[src/design/iprfr_ram.sv]
// Generic single-write, single-read RAM with registered read data.
module iprfr_ram #(
    parameter int WIDTH = 16,
    parameter int DEPTH = 32
) (
    input  logic                                   i_clk,
    input  logic                                   i_we,
    input  logic [(DEPTH > 1 ? $clog2(DEPTH) : 1)-1:0] i_waddr,
    input  logic [WIDTH-1:0]                       i_wdata,
    input  logic [(DEPTH > 1 ? $clog2(DEPTH) : 1)-1:0] i_raddr,
    output logic [WIDTH-1:0]                       o_rdata
);
    logic [WIDTH-1:0] r_mem [DEPTH];

    // Write, then register the read word
    always_ff @(posedge i_clk) begin
        if (i_we) begin
            r_mem[i_waddr] <= i_wdata;
        end
        o_rdata <= r_mem[i_raddr];
    end
endmodule

[config.mk]
export PLATFORM = sky130hd
export DESIGN_NAME = iprfr_ram
export DESIGN_NICKNAME = d
export VERILOG_FILES = /design/src/design/iprfr_ram.sv
export SDC_FILE = /design/constraint.sdc
export NUM_CORES = 1
export LEC_CHECK = 0
export BUFFER_PORTS_ARGS = -buffer_cell sky130_fd_sc_hd__buf_4
export CAP_MARGIN = 20
export CORE_MARGIN = 5
export CORE_UTILIZATION = 40
export CTS_CLUSTER_DIAMETER = 30
export CTS_CLUSTER_SIZE = 30
export DETAILED_ROUTE_END_ITERATION = 6
export RECOVER_POWER = 25
export SLEW_MARGIN = 10
export SYNTH_ARGS = -nofsm -noshare
export SYNTH_HDL_FRONTEND = slang
export SYNTH_SLANG_ARGS = --single-unit
[constraint.sdc]
create_clock -name i_clk -period 2.2 [get_ports i_clk]
set_input_delay 0.44 -clock i_clk [delete_from_list [all_inputs] [get_ports i_clk]]
set_output_delay 0.44 -clock i_clk [all_outputs]
set_load 0.02 [all_outputs]
# --- Word level (Yosys, flattened, before mapping) ---
# Memories as Yosys holds them, arrays and structs flattened. A register that Yosys moved wholly into a read port is not among the register bits.
# Cells that the tools add are included.
classes:
  n_mux: 2
op_table:
  columns: ["operator", "n"]
  rows:
  - ["two-way mux 1 bit", 2]
totals:
  ff_bits: 0
  ramBits: 512
  input_bits: 28
  output_inout_bits: 16
  wordCells: 3
  mem_count: 1
memory_table:
  columns: ["memory", "depth", "word_bits", "read_ports", "rd_ports_with_merged_regs", "wr", "line_no", "source"]
  rows:
  - ["r_mem", 32, 16, 1, 1, 1, "13", "logic [WIDTH-1:0] r_mem [DEPTH];"]

# --- Logic depth before layout (Yosys ltp) ---
logic_depth:
  depth_word: 2
  ltp_mapped: 8
  ltp_nobuf: 5

# --- Worst setup path after synthesis ---
# No wires, ideal clock.
synth_path:
  path_kind: "input -> register"
  from: "in i_waddr[1] (netlist bit)"
  to: "mem r_mem[12][0], enable pin"
  setup_time_ns: 0.388
  arrival_ns: 1.792
  t_required_ns: 1.812
  setup_slack_ns: 0.020
  stages: 3
  path_buffers: 1
  path_cell_list: "or3b_2 > clkbuf_1 > nor2_1"
synth_lines:
  columns: ["item", "line_no", "source"]
  rows:
  - ["from (decl)", "8", "input logic [(DEPTH > 1 ? $clog2(DEPTH) : 1)-1:0] i_waddr,"]
  - ["to (decl)", "13", null]
# Straight into the memory's write port.

# --- Worst setup path in the final report ---
layout_path:
  from: "reg o_rdata[6] (read register of r_mem)"
  to: "out o_rdata[6]"
layout_lines:
  columns: ["item", "line_no", "source"]
  rows:
  - ["from (decl)", "11", "output logic [WIDTH-1:0] o_rdata"]
# No word-level cell between the ends.

==> results.json <==
{
  "drive_gt1_share_pct": 22.59,
  "violations": "capacitance limit, slew limit",
  "ys_top_cells_by_area": "edfxtp_1 (75%), mux2i_1 (12%), a22oi_1 (2.3%), dfxtp_1 (1.6%), a22o_1 (1.4%)",
  "route.met3.wl_um": 3234,
  "core_area_um2": 51090,
  "r2r-end": "o_rdata[12]",
  "routed_wl_um": 49040,
  "cts_resized": 0,
  "netlist_instances": 1143,
  "fin_nets": 1354,
  "hold_buffers": 0,
  "wl_met2_um": 23970,
  "fin_skew_ns": 0.01699,
  "crit_buf_inv": 1,
  "gp_congestion": 0.7921,
  "grtUsageTotal_pct": 17.22,
  "power-per-cell-area_nw_per_um2": 1076,
  "yosys-top-cells-count": "edfxtp_1 (512), mux2i_1 (256), a22oi_1 (64)",
  "area_growth_pct": 25.44,
  "first_pass_iters": 5,
  "tightest_slew_ns": 1.762,
  "cp_max_fo": 1,
  "synth_edf_count": 512,
  "grt_overflow": 0,
  "synth_compound_area_share_pct": 4.972,
  "max-slew-margin-rel_pct": -17.46,
  "rsz0062_at_grt": "no",
  "maxCapViolations": 10,
  "p_comb_share_pct": 4.7,
  "portBuffers": 43,
  "outcome": "finished, violations left",
  "cts.sinks": 528,
  "dieHeight_um": 236.6,
  "p_leak_nw": 9.247,
  "die_x_um": 236.6,
  "num_vias": 11078,
  "worstHoldStart": "i_raddr[3]",
  "crit_cells": 1,
  "synth-seq-cells": 528,
  "cpPeakStageDelay_ns": 0.40,
  "cpLargestDelayFamily": "flip-flops",
  "regToRegStartpoint": "r_mem[6][12]",
  "pin_count": 44,
  "wl_per_cell_um": 23.47,
  "final_max_slew_viol_count": 330,
  "postRouteAntennaNets": 0,
  "vias_per_cell": 5.303,
  "fmax_mhz": 604.8,
  "hold_viol": 0,
  "p_sw_mw": 5.925,
  "syn_nets": 1171,
  "first_global_vias": 11262,
  "ir_drop_v": 0.0007759,
  "wl_met1_um": 21070,
  "cpMaxStageDelayCell": "dfxtp_1",
  "path_cells": "buf_4",
  "synth_area_per_cell_um2": 17.97,
  "start_util_pct": 40.19,
  "setup.worst_path.start": "o_rdata[6]",
  "crit_end": "o_rdata[6]",
  "switching_share_pct": 21.37,
  "postCtsSetupRepairBufs": 0,
  "yosysTopAreaCell": "edfxtp_1",
  "synthFlopType": "edfxtp_1",
  "ctsRootBufferMaster": "clkbuf_16",
  "critical_path_required_ns": 1.76,
  "p_int_mw": 21.80,
  "fin_crit_sh_pct": 75.15,
  "insertion_delay_ns": 0.63,
  "end_kind": "output pin",
  "ys_types": 26,
  "seq_power_share_pct": 40.7,
  "cp.arrival_ns": 1.21,
  "synthAdderAreaFrac_pct": 0,
  "antenna_found_initial": 1,
  "grt_max_degree": 36,
  "core.rowCount": 83,
  "ys_warn_count": 0,
  "power.clock.fraction_pct": 54.7,
  "top_layer": "met4",
  "grt_pass1_wl_um": 72550,
  "hpwl_um": 28840,
  "netlist_area_um2": 20540,
  "h-tree-depth": 3,
  "synth_top_family_by_area": "multiplexers",
  "synthSimpleGateAreaFrac_pct": 3.491,
  "fin_crit_ns": 1.653,
  "cts.clk_slew.worst_paths_ns": 0.05,
  "reg2reg_setup_slack_ns": 0.67,
  "cts_buffer_depth": 3,
  "setup_viol": 0,
  "setup_tns_ns": 0,
  "synth_xor_area_share_pct": 0,
  "drtIter0Drc": 1028,
  "synth.top_cell.area_share_pct": 74.87,
  "cts_tree": "yes",
  "startpoint_type": "register",
  "synth_most_common_cell": "edfxtp_1",
  "cts_buffers": 96,
  "dieArea_um2": 55970,
  "fin_util_pct": 50.42,
  "async_flop_share_pct": 0,
  "synthMuxAreaShare_pct": 12.48,
  "hold_class": "input port to register",
  "worstSetupPathType": "register to output pin",
  "ys_seq_area_share_pct": 76.43,
  "drc": 0,
  "worstRegToRegCells": 6
}
[metrics by stage]
| step | cells | setup WS, ns | power [mW] | hold WS, ns | instance area [µm²] |
|---|---|---|---|---|---|
| after floorplan | 1143 | 0.01998 | 12.11 | 0.5389 | 20540 |
| after global placement | 1908 | 0.1103 | 12.75 | 0.5855 | 22390 |
| after detailed placement | 1908 | 0.04256 | 12.77 | 0.5924 | 22390 |
| after CTS | 2088 | 0.5187 | 27.94 | 0.1987 | 25800 |
| after global routing | 2088 | 0.5088 | 28.57 | 0.2208 | 25760 |
| final | 2089 | 0.5466 | 27.72 | 0.2332 | 25760 |
[layer usage]
metal	vias up	global-route usage, %
met5	-	0
met3	64	4.030
met4	0	4.408
met1	5657	23.51
met2	382	28.14
li1	4975	-
[kinds of logic after synthesis]
family / count (synthesis)
AND/OR/NAND/NOR: 148
AO/OA/AOI/OAI: 144
multiplexers: 256
flip-flops: 528
buffers and inverters: 67
[cell usage in the layout (no fill, tap or decap), types with 2 or more instances in the layout]
master	instances
mux2i_1	256
clkbuf_8	2
nand4_1	16
a22oi_1	64
a21oi_1	32
nor3_1	16
nor2_2	8
bufinv_16	17
a31oi_1	16
clkbuf_16	96
clkinv_8	3
clkbuf_1	17
inv_6	4
clkinv_2	19
buf_4	111
clkinvlp_4	16
a22o_1	32
or3b_2	3
nand3b_1	5
nor2_1	25
nand2_1	33
clkinv_1	12
nor2b_4	2
edfxtp_1	512
dfxtp_1	16
nand2b_1	2
buf_12	29
clkinv_4	2
nand3_1	34
clkinv_16	2
[how the worst min path moves through the flow]
stage | to | depth (start not counted)
finish | o_rdata[6] | 3
global placement | o_rdata[9] | 4
floorplan | r_mem[0][0] | 0
global route | o_rdata[6] | 3
CTS | o_rdata[6] | 3
detailed placement | o_rdata[8] | 4
[final cells by class]
cell class	count	area, µm²
multi-input cells	548	4337
clock buffers	104	2452
repair buffers	152	1470
well taps	680	850.8
flip-flops and latches	528	15700
fillers	4186	25330
diodes	1	2.502
clock inverters	76	952.2
[power by group through the flow]
| stage | logic, mW | registers [mW] | clock network (mW) |
|---|---|---|---|
| after floorplan | 0.628 | 11.5 | 0 |
| after CTS | 1.32 | 11.3 | 15.4 |
| final | 1.30 | 11.3 | 15.2 |
| after detailed placement | 1.31 | 11.5 | 0 |
| after global placement | 1.30 | 11.4 | 0 |
| after global routing | 1.37 | 11.3 | 15.9 |
[sequential cells by signal (all words and copies together) (netlist names)]
| name | count |
|---|---|
| o_rdata | 16 |
| r_mem | 512 |
No activity file was read; power rests on OpenSTA's default activity.
